### src/rtl/ssc_pkg.sv
// Package for the sample smoother with confidence tracking.
// Holds the request and response word types, the multiplier status type
// and the width and fixed-point constants used by the core and its serial multiplier.
package ssc_pkg;

   localparam int MUL_X_WIDTH   = 42;
   localparam int MUL_M_WIDTH   = 16;
   localparam int MUL_ACC_WIDTH = MUL_X_WIDTH + MUL_M_WIDTH;
   localparam int MUL_CNT_WIDTH = $clog2(MUL_M_WIDTH);

   localparam logic [15:0] WEIGHT_RESET = 16'd58982;
   localparam logic [15:0] WEIGHT_MAX   = 16'd62259;
   localparam logic [15:0] NOISE_KEEP   = 16'd62259;
   localparam logic [15:0] NOISE_TAKE   = 16'd3277;

   localparam logic [3:0] CONF_MAX   = 4'd12;
   localparam logic [3:0] CONF_READY = 4'd6;
   localparam logic [3:0] CONF_GAIN  = 4'd3;

   localparam logic REG_SMOOTHING_WEIGHT = 1'b0;

   typedef struct packed {
      logic               read_ok;
      logic signed [23:0] raw_sample;
   } req_word_type;

   typedef struct packed {
      logic               is_ready;
      logic signed [39:0] smoothed_value;
      logic [39:0]        noise_level;
      logic [3:0]         confidence_level;
      logic [31:0]        total_failures;
      logic [31:0]        failure_streak;
   } rsp_word_type;

   typedef struct packed {
      logic busy;
      logic done;
   } mul_status_type;

endpackage

### src/rtl/ssc_serial_mul.sv
// Shift-and-add multiplier that takes one multiplier bit per cycle, MSB first.
// Signed multiplicand times unsigned multiplier; depends on ssc_pkg.
module ssc_serial_mul (
   input  logic                                   clock,
   input  logic                                   reset,
   input  logic                                   start,
   input  logic signed [ssc_pkg::MUL_X_WIDTH-1:0] x_in,
   input  logic [ssc_pkg::MUL_M_WIDTH-1:0]        m_in,
   output ssc_pkg::mul_status_type                status,
   output logic signed [ssc_pkg::MUL_ACC_WIDTH-1:0] product
);

   logic signed [ssc_pkg::MUL_ACC_WIDTH-1:0] acc_ff, acc_in;
   logic signed [ssc_pkg::MUL_X_WIDTH-1:0]   x_ff;
   logic [ssc_pkg::MUL_M_WIDTH-1:0]          m_ff;
   logic [ssc_pkg::MUL_CNT_WIDTH-1:0]        cnt_ff;
   logic                                     busy_ff, done_ff;

   always_comb begin
      acc_in = {acc_ff[ssc_pkg::MUL_ACC_WIDTH-2:0], 1'b0};
      if (m_ff[ssc_pkg::MUL_M_WIDTH-1]) begin
         acc_in = acc_in + {{ssc_pkg::MUL_M_WIDTH{x_ff[ssc_pkg::MUL_X_WIDTH-1]}}, x_ff};
      end
   end

   always_ff @(posedge clock) begin
      if (reset) begin
         busy_ff <= 1'b0;
         done_ff <= 1'b0;
         cnt_ff  <= '0;
      end else begin
         done_ff <= !start && busy_ff && (cnt_ff == '0);
         if (start) begin
            busy_ff <= 1'b1;
            cnt_ff  <= ssc_pkg::MUL_CNT_WIDTH'(ssc_pkg::MUL_M_WIDTH - 1);
         end else if (busy_ff) begin
            if (cnt_ff == '0) begin
               busy_ff <= 1'b0;
            end else begin
               cnt_ff <= cnt_ff - 1'b1;
            end
         end
      end
   end

   always_ff @(posedge clock) begin
      if (start) begin
         acc_ff <= '0;
         x_ff   <= x_in;
         m_ff   <= m_in;
      end else if (busy_ff) begin
         acc_ff <= acc_in;
         m_ff   <= {m_ff[ssc_pkg::MUL_M_WIDTH-2:0], 1'b0};
      end
   end

   assign status.busy = busy_ff;
   assign status.done = done_ff;
   assign product     = acc_ff;

endmodule

### src/rtl/sample_smoother_with_confidence_core.sv
// Sample smoother core: confidence count, failure counters, EMA filter and noise; uses
// ssc_pkg and ssc_serial_mul. One word is in work at a time, set by the control sequence.
// A failure or first good read goes from ST_IDLE to ST_DONE and shows its result when
// ST_DONE can load the response register; a filtered read first runs three serial
// products in ST_MUL_F, ST_MUL_N and ST_MUL_R. A new word is taken only in ST_IDLE.
// Synchronous active-high reset clears control and filter state; weight resets to 0.9.
module sample_smoother_with_confidence_core (
   input  logic                  clock,
   input  logic                  reset,
   input  logic                  req_valid,
   output logic                  req_stall,
   input  ssc_pkg::req_word_type req_word,
   output logic                  rsp_valid,
   input  logic                  rsp_stall,
   output ssc_pkg::rsp_word_type rsp_word,
   input  logic                  psel,
   input  logic                  penable,
   input  logic                  pwrite,
   input  logic [2:0]            paddr,
   input  logic [31:0]           pwdata,
   output logic [31:0]           prdata,
   output logic                  pready
);

   localparam logic [2:0] ST_IDLE  = 3'd0;
   localparam logic [2:0] ST_MUL_F = 3'd1;
   localparam logic [2:0] ST_MUL_N = 3'd2;
   localparam logic [2:0] ST_MUL_R = 3'd3;
   localparam logic [2:0] ST_DONE  = 3'd4;

   logic [2:0]         state_ff;
   logic [15:0]        weight_ff;
   logic [3:0]         conf_ff;
   logic               loaded_ff;
   logic signed [39:0] filter_ff;
   logic [40:0]        noise_ff;
   logic [31:0]        total_ff, run_ff;
   logic signed [39:0] sq_ff;
   logic [40:0]        res_ff, part_ff;
   logic               rsp_valid_ff;
   ssc_pkg::rsp_word_type rsp_word_ff, rsp_word_in;

   logic               accept, load_ok;
   logic signed [39:0] sq;
   logic [15:0]        w_clamped;
   logic [4:0]         conf_sum;
   logic signed [40:0] q;
   logic [40:0]        res_in, prod_hi;
   logic               ready;

   logic                                     mul_start;
   logic signed [ssc_pkg::MUL_X_WIDTH-1:0]   mul_x;
   logic [ssc_pkg::MUL_M_WIDTH-1:0]          mul_m;
   ssc_pkg::mul_status_type                  mul_stat;
   logic signed [ssc_pkg::MUL_ACC_WIDTH-1:0] mul_product;

   ssc_serial_mul u_mul (
      .clock   (clock),
      .reset   (reset),
      .start   (mul_start),
      .x_in    (mul_x),
      .m_in    (mul_m),
      .status  (mul_stat),
      .product (mul_product)
   );

   assign req_stall = (state_ff != ST_IDLE);
   assign accept    = req_valid && !req_stall;
   assign load_ok   = !rsp_valid_ff || !rsp_stall;
   assign sq        = {req_word.raw_sample, 16'b0};
   assign w_clamped = (weight_ff > ssc_pkg::WEIGHT_MAX) ? ssc_pkg::WEIGHT_MAX : weight_ff;
   assign conf_sum  = {1'b0, conf_ff} + {1'b0, ssc_pkg::CONF_GAIN};
   assign q         = mul_product[56:16];
   assign prod_hi   = mul_product[56:16];
   assign res_in    = q[40] ? 41'(-q) : 41'(q);
   assign ready     = (conf_ff >= ssc_pkg::CONF_READY);

   always_comb begin
      mul_start = 1'b0;
      mul_x     = {{2{filter_ff[39]}}, filter_ff} - {{2{sq[39]}}, sq};
      mul_m     = w_clamped;
      case (state_ff)
         ST_IDLE: begin
            mul_start = accept && req_word.read_ok && loaded_ff;
         end
         ST_MUL_F: begin
            mul_start = mul_stat.done;
            mul_x     = {1'b0, noise_ff};
            mul_m     = ssc_pkg::NOISE_KEEP;
         end
         ST_MUL_N: begin
            mul_start = mul_stat.done;
            mul_x     = {1'b0, res_ff};
            mul_m     = ssc_pkg::NOISE_TAKE;
         end
         default: begin
            mul_start = 1'b0;
         end
      endcase
   end

   always_comb begin
      rsp_word_in.is_ready         = ready;
      rsp_word_in.smoothed_value   = ready ? filter_ff : 40'sd0;
      rsp_word_in.noise_level      = ready ? noise_ff[39:0] : 40'd0;
      rsp_word_in.confidence_level = conf_ff;
      rsp_word_in.total_failures   = total_ff;
      rsp_word_in.failure_streak   = run_ff;
   end

   always_ff @(posedge clock) begin
      if (reset) begin
         state_ff     <= ST_IDLE;
         weight_ff    <= ssc_pkg::WEIGHT_RESET;
         conf_ff      <= '0;
         loaded_ff    <= 1'b0;
         filter_ff    <= '0;
         noise_ff     <= '0;
         total_ff     <= '0;
         run_ff       <= '0;
         rsp_valid_ff <= 1'b0;
      end else begin
         if (psel && penable && pwrite && (paddr[2] == ssc_pkg::REG_SMOOTHING_WEIGHT)) begin
            weight_ff <= pwdata[15:0];
         end
         if (rsp_valid_ff && !rsp_stall && (state_ff != ST_DONE)) begin
            rsp_valid_ff <= 1'b0;
         end
         case (state_ff)
            ST_IDLE: begin
               if (accept) begin
                  state_ff <= ST_DONE;
                  if (!req_word.read_ok) begin
                     total_ff <= total_ff + 32'd1;
                     run_ff   <= run_ff + 32'd1;
                     if (conf_ff != '0) begin
                        conf_ff <= conf_ff - 4'd1;
                     end
                  end else begin
                     run_ff  <= '0;
                     conf_ff <= (conf_sum > {1'b0, ssc_pkg::CONF_MAX}) ?
                                ssc_pkg::CONF_MAX : conf_sum[3:0];
                     if (!loaded_ff) begin
                        filter_ff <= sq;
                        noise_ff  <= '0;
                        loaded_ff <= 1'b1;
                     end else begin
                        state_ff <= ST_MUL_F;
                     end
                  end
               end
            end
            ST_MUL_F: begin
               if (mul_stat.done) begin
                  filter_ff <= sq_ff + q[39:0];
                  state_ff  <= ST_MUL_N;
               end
            end
            ST_MUL_N: begin
               if (mul_stat.done) begin
                  state_ff <= ST_MUL_R;
               end
            end
            ST_MUL_R: begin
               if (mul_stat.done) begin
                  noise_ff <= part_ff + prod_hi;
                  state_ff <= ST_DONE;
               end
            end
            ST_DONE: begin
               if (load_ok) begin
                  rsp_valid_ff <= 1'b1;
                  state_ff     <= ST_IDLE;
               end
            end
            default: begin
               state_ff <= ST_IDLE;
            end
         endcase
      end
   end

   always_ff @(posedge clock) begin
      if (accept) begin
         sq_ff <= sq;
      end
      if (state_ff == ST_MUL_F && mul_stat.done) begin
         res_ff <= res_in;
      end
      if (state_ff == ST_MUL_N && mul_stat.done) begin
         part_ff <= prod_hi;
      end
      if (state_ff == ST_DONE && load_ok) begin
         rsp_word_ff <= rsp_word_in;
      end
   end

   assign rsp_valid = rsp_valid_ff;
   assign rsp_word  = rsp_word_ff;
   assign prdata    = (paddr[2] == ssc_pkg::REG_SMOOTHING_WEIGHT) ? {16'b0, weight_ff} : 32'b0;
   assign pready    = 1'b1;

   a_conf_bound: assert property (@(posedge clock) disable iff (reset)
      conf_ff <= ssc_pkg::CONF_MAX)
      else $error("confidence above its cap");

   a_mul_in_seq: assert property (@(posedge clock) disable iff (reset)
      (mul_stat.busy || mul_stat.done) |->
      (state_ff == ST_MUL_F || state_ff == ST_MUL_N || state_ff == ST_MUL_R))
      else $error("multiplier active outside the filter sequence");

   a_not_ready_zero: assert property (@(posedge clock) disable iff (reset)
      (rsp_valid_ff && !rsp_word_ff.is_ready) |->
      (rsp_word_ff.smoothed_value == 40'sd0 && rsp_word_ff.noise_level == 40'd0))
      else $error("filter output shown while not ready");

   a_accept_busy: assert property (@(posedge clock) disable iff (reset)
      accept |=> (state_ff != ST_IDLE))
      else $error("accepted word did not start processing");

endmodule

### config.mk
export PLATFORM = sky130hd
export DESIGN_NAME = sample_smoother_with_confidence_core
export DESIGN_NICKNAME = d
export VERILOG_FILES = /design/src/rtl/ssc_pkg.sv /design/src/rtl/ssc_serial_mul.sv /design/src/rtl/sample_smoother_with_confidence_core.sv
export SDC_FILE = /design/constraint.sdc
export NUM_CORES = 1
export LEC_CHECK = 0
export BUFFER_PORTS_ARGS = -buffer_cell sky130_fd_sc_hd__buf_2
export CELL_PAD_IN_SITES_DETAIL_PLACEMENT = 1
export CELL_PAD_IN_SITES_GLOBAL_PLACEMENT = 1
export CORE_ASPECT_RATIO = 0.7
export CORE_MARGIN = 5
export CORE_UTILIZATION = 40
export CTS_CLUSTER_SIZE = 24
export DETAILED_ROUTE_END_ITERATION = 16
export PLACE_DENSITY = 0.73
export SYNTH_ARGS = -nofsm -noshare
export SYNTH_HDL_FRONTEND = slang
export SYNTH_SLANG_ARGS = --single-unit
### constraint.sdc
create_clock -name clock -period 10.5 [get_ports clock]
set_input_delay 2.1 -clock clock [delete_from_list [all_inputs] [get_ports clock]]
set_output_delay 2.1 -clock clock [all_outputs]
set_load 0.05 [all_outputs]
Yosys cells after proc, flatten, opt, wreduce, memory -nomap -nowiden:

Cells that the tools add are included.

* latch bits: 0
* word-level logic and storage cells: 128
* bits in writable memories: 0
* flip-flop bits (word level): 546
* bits in read-only memories: 0
* memories: 0
* output and inout bits: 184
* bits of input ports: 67

* reductions and logical operators: 35
* add/sub/neg operators: 10
* equality and inequality tests: 13
* muxes and demuxes: 40
* magnitude comparators: 3
* bitwise operators: 2
* multiply operators: 0
* divide/modulo/power cells: 0
* shift-type cells: 0

Operators by type and width (count)
* $mux W40: 5
* $mux W41: 4
* $pmux W42 S2: 1
* $pmux W41 S2: 1
* $pmux W40 S2: 1
* $add A32 B1 Y32 const B: 2
* $mux W16: 4
* $add A57 B57 Y57: 1
* $mux W57: 1
* $add A41 B41 Y41: 1
* $neg A41 Y41: 1
* $sub A40 B40 Y41: 1
* $add A40 B40 Y40: 1
* $mux W32: 1
* $pmux W16 S2: 1
* $mux W4: 6
* $mux W3: 7
* $gt A16 B16 Y1 const B: 1
* $pmux W3 S5: 1
* $reduce_and A5 Y1: 3
* $logic_and A1 B1 Y1: 13
* $reduce_and A3 Y1: 3
* $ne A2 B1 Y1 const B: 4
* $ne A2 B2 Y1 const B: 4
* 20 further kinds: 35

Logic depth before layout (Yosys ltp):

* depth in word-level cells: 9
* depth in mapped cells: 13
* depth with buffers taken out: 13

Hierarchy:

Synthesis repeated with hierarchy kept, for this count alone.

* cell total of the unflattened synthesis: 2884
* area, all modules: 28790.1 um^2

Modules (own cells, without submodules)
* sample_smoother_with_confidence_core: sequential area each 11060.6 um^2, cells each 2077, area each 21051.4 um^2, times used 1
* ssc_serial_mul: sequential area each 3022.9 um^2, cells each 807, area each 7738.7 um^2, times used 1

Least setup slack after synthesis:

Ideal clock, no wire load.

* path type: input to register
* start: input rsp_stall
* end: register rsp_word_ff, in the netlist rsp_word[0], enable pin
* stages: 1
* required time: 9793 ps
* path slack: 689 ps
* library setup time: 707 ps
* data arrival time: 9104 ps
* path buffers: 0
* path through: a21oi_1

* cells in the longest elaborated chain, start to end: 3

RTL lines
* from (decl): RTL line sample_smoother_with_confidence_core.sv:14 `input logic rsp_stall,`
* $logic_not A1 Y1: RTL line sample_smoother_with_confidence_core.sv:69 `assign load_ok = !rsp_valid_ff || !rsp_stall;`
* $logic_or A1 B1 Y1: RTL line sample_smoother_with_confidence_core.sv:69
* $logic_and A1 B1 Y1: RTL line sample_smoother_with_confidence_core.sv:193 `if (state_ff == ST_DONE && load_ok) begin`
* to (signal assigned): RTL line sample_smoother_with_confidence_core.sv:194 `rsp_word_ff <= rsp_word_in;`
* to (decl): RTL line sample_smoother_with_confidence_core.sv:41 `ssc_pkg::rsp_word_type rsp_word_ff, rsp_word_in;`

Every way passes these cells.
A chain may end at the register's enable or synchronous reset.

Worst setup path in the final report:

* start: input paddr[2]
* end: output prdata[12]

* cells in the longest elaborated chain, start to end: 1

RTL lines
* from (decl): RTL line sample_smoother_with_confidence_core.sv:19 `input logic [2:0] paddr,`
* $mux W16: RTL line sample_smoother_with_confidence_core.sv:200 `assign prdata = (paddr[2] == ssc_pkg::REG_SMOOTHING_WEIGHT) ? {16'b0, weight_ff} : 32'b0;`
* to (decl): RTL line sample_smoother_with_confidence_core.sv:21 `output logic [31:0] prdata,`

Every way passes these cells.

==> flow_summary_export.csv <==
group,metric,value,unit
run_status,status,"completed",
clock_tree,post_cts_buffers,0,
timing,worst_slack,5.62,ns
placement,preCtsSetupSlack,5.06,ns
grt,grt_pass1_vias,23900,
timing,maxSlewHeadroom,0.168,
grt,track_usage,0.234,
worst_setup_path,rrSetupSlack,5.94,ns
worst_setup_path,crit_required,8.40,ns
routing,vias,23400,
grt,met3_usage,0.0293,
worst_setup_path,path_class,"in2out",
floorplanning,fp.dieW,330,um
grt,grt_max_degree,87,
pwr,power_frac_clock,0.279,
yosys,yosysTopAreaCell,"edfxtp_1",
worst_setup_path,worst_setup_path_start_kind,"primary input",
hold_path,hold_class,"reg2reg",
yosys,synth_cell_types,81,
grt,grt_overflow,0,
routing,drtAntennaViolNets,0,
routing,post_drt_wl_per_cell,22.9,um
final_layout,drive_gt1_frac,0.118,
yosys,ys_seq_area_frac,0.491,
placement,gp_congestion,0.933,
routing,drt-initial-drc-count,1738,
yosys,ys_warn_count,0,
timing,max_freq,205,MHz
timing,rsz0062_at_grt,"no",
routing,drc,0,
pwr,switchingPower,0.00269,W
floorplanning,dieArea,77200,um^2
pwr,seq_power_share,0.382,
floorplanning,start_util,0.402,
pwr,p_int,0.00453,W
floorplanning,fp.coreArea,71300,um^2
clock_tree,path_clk_slew,0.07,ns
pwr,p_total,0.00723,W
yosys,synth_area_leaders,"edfxtp_1, dfxtp_1, ha_1, a21oi_1, xnor2_1",
clock_tree,clkLatencyLatePin,0.64,ns
yosys,synth-seq-cells,546,
worst_setup_path,path_max_fanout,18,
pwr,power_frac_comb,0.339,
final_layout,fill_cells,8000,
floorplanning,die-height,234,um
clock_tree,cts_htree_levels,2,
grt,antenna_found_initial,5,
placement,dp_hpwl,68800,um
final_layout,fin_util,0.455,
final_layout,regArea,14100,um^2
yosys,synthArstFlopShare,0,
timing,fin_skew,0.0419,ns
grt,grt_pass1_wl,142000,um
worst_setup_path,r2r_cells,13,
yosys,yosysMostFrequentCell,"edfxtp_1",
routing,totalWireLength,93600,um
yosys,synth.top_cell.area_share,0.328,
hold_path,min_path_cells,2,
clock_tree,cts_tree,"yes",
yosys,synth_edf_count,313,
clock_tree,numCtsBuffers,54,
clock_tree,numClockSinks,546,
placement,portBuffers,215,
yosys,synth_area,28700,um^2
hold_path,holdCritStartpoint,"noise_ff[40]",
clock_tree,cts_root_buf,"clkbuf_16",
pwr,netSwitchingFraction,0.373,
timing,setup_violations,0,
worst_setup_path,end_kind,"primary output",
routing,drtPass1Iterations,5,
final_layout,fin_nets,3291,
final_layout,syn_to_final_growth,13.1,%
grt,grt_use_met2,0.383,
timing,finalHoldViolations,0,
timing,finalCritPeriodShare,0.465,
clock_tree,ctsResizeCount,0,
worst_setup_path,crit_arrival,2.78,ns
pwr,power_density,223,nW/um^2
yosys,synthTopCellsByCount,"edfxtp_1, nand2_1, a21oi_1",
pwr,p_leak,12.6,nW
clock_tree,cts_hold_buf,0,
hold_path,min_to,"noise_ff[40]",
yosys,syn_inst,2912,
grt,grt.met1_usage,0.331,
timing,maxSlewViolCount,0,
floorplanning,io_pins,251,
clock_tree,clk_path_buf_depth,3,
yosys,synth.avg_cell_area,9.85,um^2
worst_setup_path,r2r_end,"noise_ff[40]",
job,drv_cap,0,
timing,min_period,4.88,ns
yosys,ys.flop_type,"edfxtp_1",
floorplanning,rows,82,
timing,worst_pin_slew,1.24,ns
worst_setup_path,r2r-start,"u_mul.product[16]",
pwr,ir_drop,0.000150,V
timing,finalSetupTns,0,ns
grt,grt-busiest-layer,"met2",
final_layout,multi_input_area,13700,um^2
routing,viasPerCell,5.74,
cell families after synthesis:
logic type | share of synthesized area
compound gates | 0.175
buf+inv | 0.0349
fa+ha+maj | 0.0683
xor+xnor | 0.0663
other cells | 0.000262
simple gates | 0.154
mux | 0.0116
flops | 0.491
power by group through the flow:
stage	clock network (W)	registers [W]	logic (W)
after floorplan	0	0.00279	0.00172
after global placement	0	0.00280	0.00231
after detailed placement	0	0.00281	0.00240
after CTS	0.00205	0.00276	0.00242
after global routing	0.00214	0.00278	0.00268
final	0.00201	0.00276	0.00245
area by class of cell:
type	instances	share of cell area
Tap cell	966	0.0373
Clock inverter	32	0.00965
Antenna cell	4	0.000309
Sequential cell	546	0.434
Inverter	87	0.0101
Multi-Input combinational cell	2137	0.423
Clock buffer	69	0.0463
Timing Repair Buffer	244	0.0400
worst max-delay path by stage:
stage,slack [ns],endpoint,cells after the start,start
2_1_floorplan,0.69,rsp_word[0],1,rsp_stall
3_3_place_gp,5.14,u_mul.x_ff[40],12,req_word[0]
3_5_place_dp,5.06,u_mul.x_ff[40],12,req_word[0]
4_1_cts,5.63,prdata[5],3,paddr[2]
5_1_grt,5.53,u_mul.x_ff[40],12,req_word[0]
6_report,5.62,prdata[12],3,paddr[2]
routing by layer:
| layer | vias to the layer above | part of all wire | routed length [um] |
|---|---|---|---|
| li1 | 10900 | - | - |
| met1 | 11900 | 0.46 | 43400 |
| met2 | 562 | 0.46 | 43200 |
| met3 | 137 | 0.051 | 4750 |
| met4 | 0 | 0.023 | 2150 |
| met5 | - | 0 | 0 |
state kept, by name (all words and copies together), names as in the netlist:
name	count
part_ff	41
u_mul.done_ff	1
run_ff	32
weight_ff	16
u_mul.cnt_ff	4
state_ff	3
u_mul.x_ff	42
conf_ff	4
sq_ff	24
filter_ff	40
rsp_word	149
u_mul.m_ff	16
rsp_valid	1
u_mul.product	57
u_mul.busy_ff	1
res_ff	41
total_ff	32
noise_ff	41
loaded_ff	1
layout by cell type (no fill, tap or decap), types with 32 or more instances in the layout:
master / instances
edfxtp_1: 313
nand2_1: 289
a21oi_1: 243
dfxtp_1: 232
nor2_1: 228
buf_2: 214
o21ai_0: 185
ha_1: 150
xnor2_1: 138
nor2b_1: 107
inv_1: 84
xor2_1: 79
a22oi_1: 74
a21o_1: 71
nand3_1: 66
clkbuf_16: 56
a211oi_1: 41
nand4_1: 39
nor3_1: 32
mux2i_1: 32
metrics by stage:
stage | area, um^2 | hold WS [ns] | std cells
final | 32400 | 0.448 | 4085
after floorplan | 28700 | 0.406 | 2927
after detailed placement | 30600 | 0.443 | 3980
after global placement | 30600 | 0.443 | 3980
after CTS | 32400 | 0.452 | 4081
after global routing | 32400 | 0.476 | 4083
critical path: stages:
cell	delay, ns
buf_2	0.21
nor2b_1	0.17
buf_2	0.30
No activity file was read; power rests on OpenSTA's default activity.
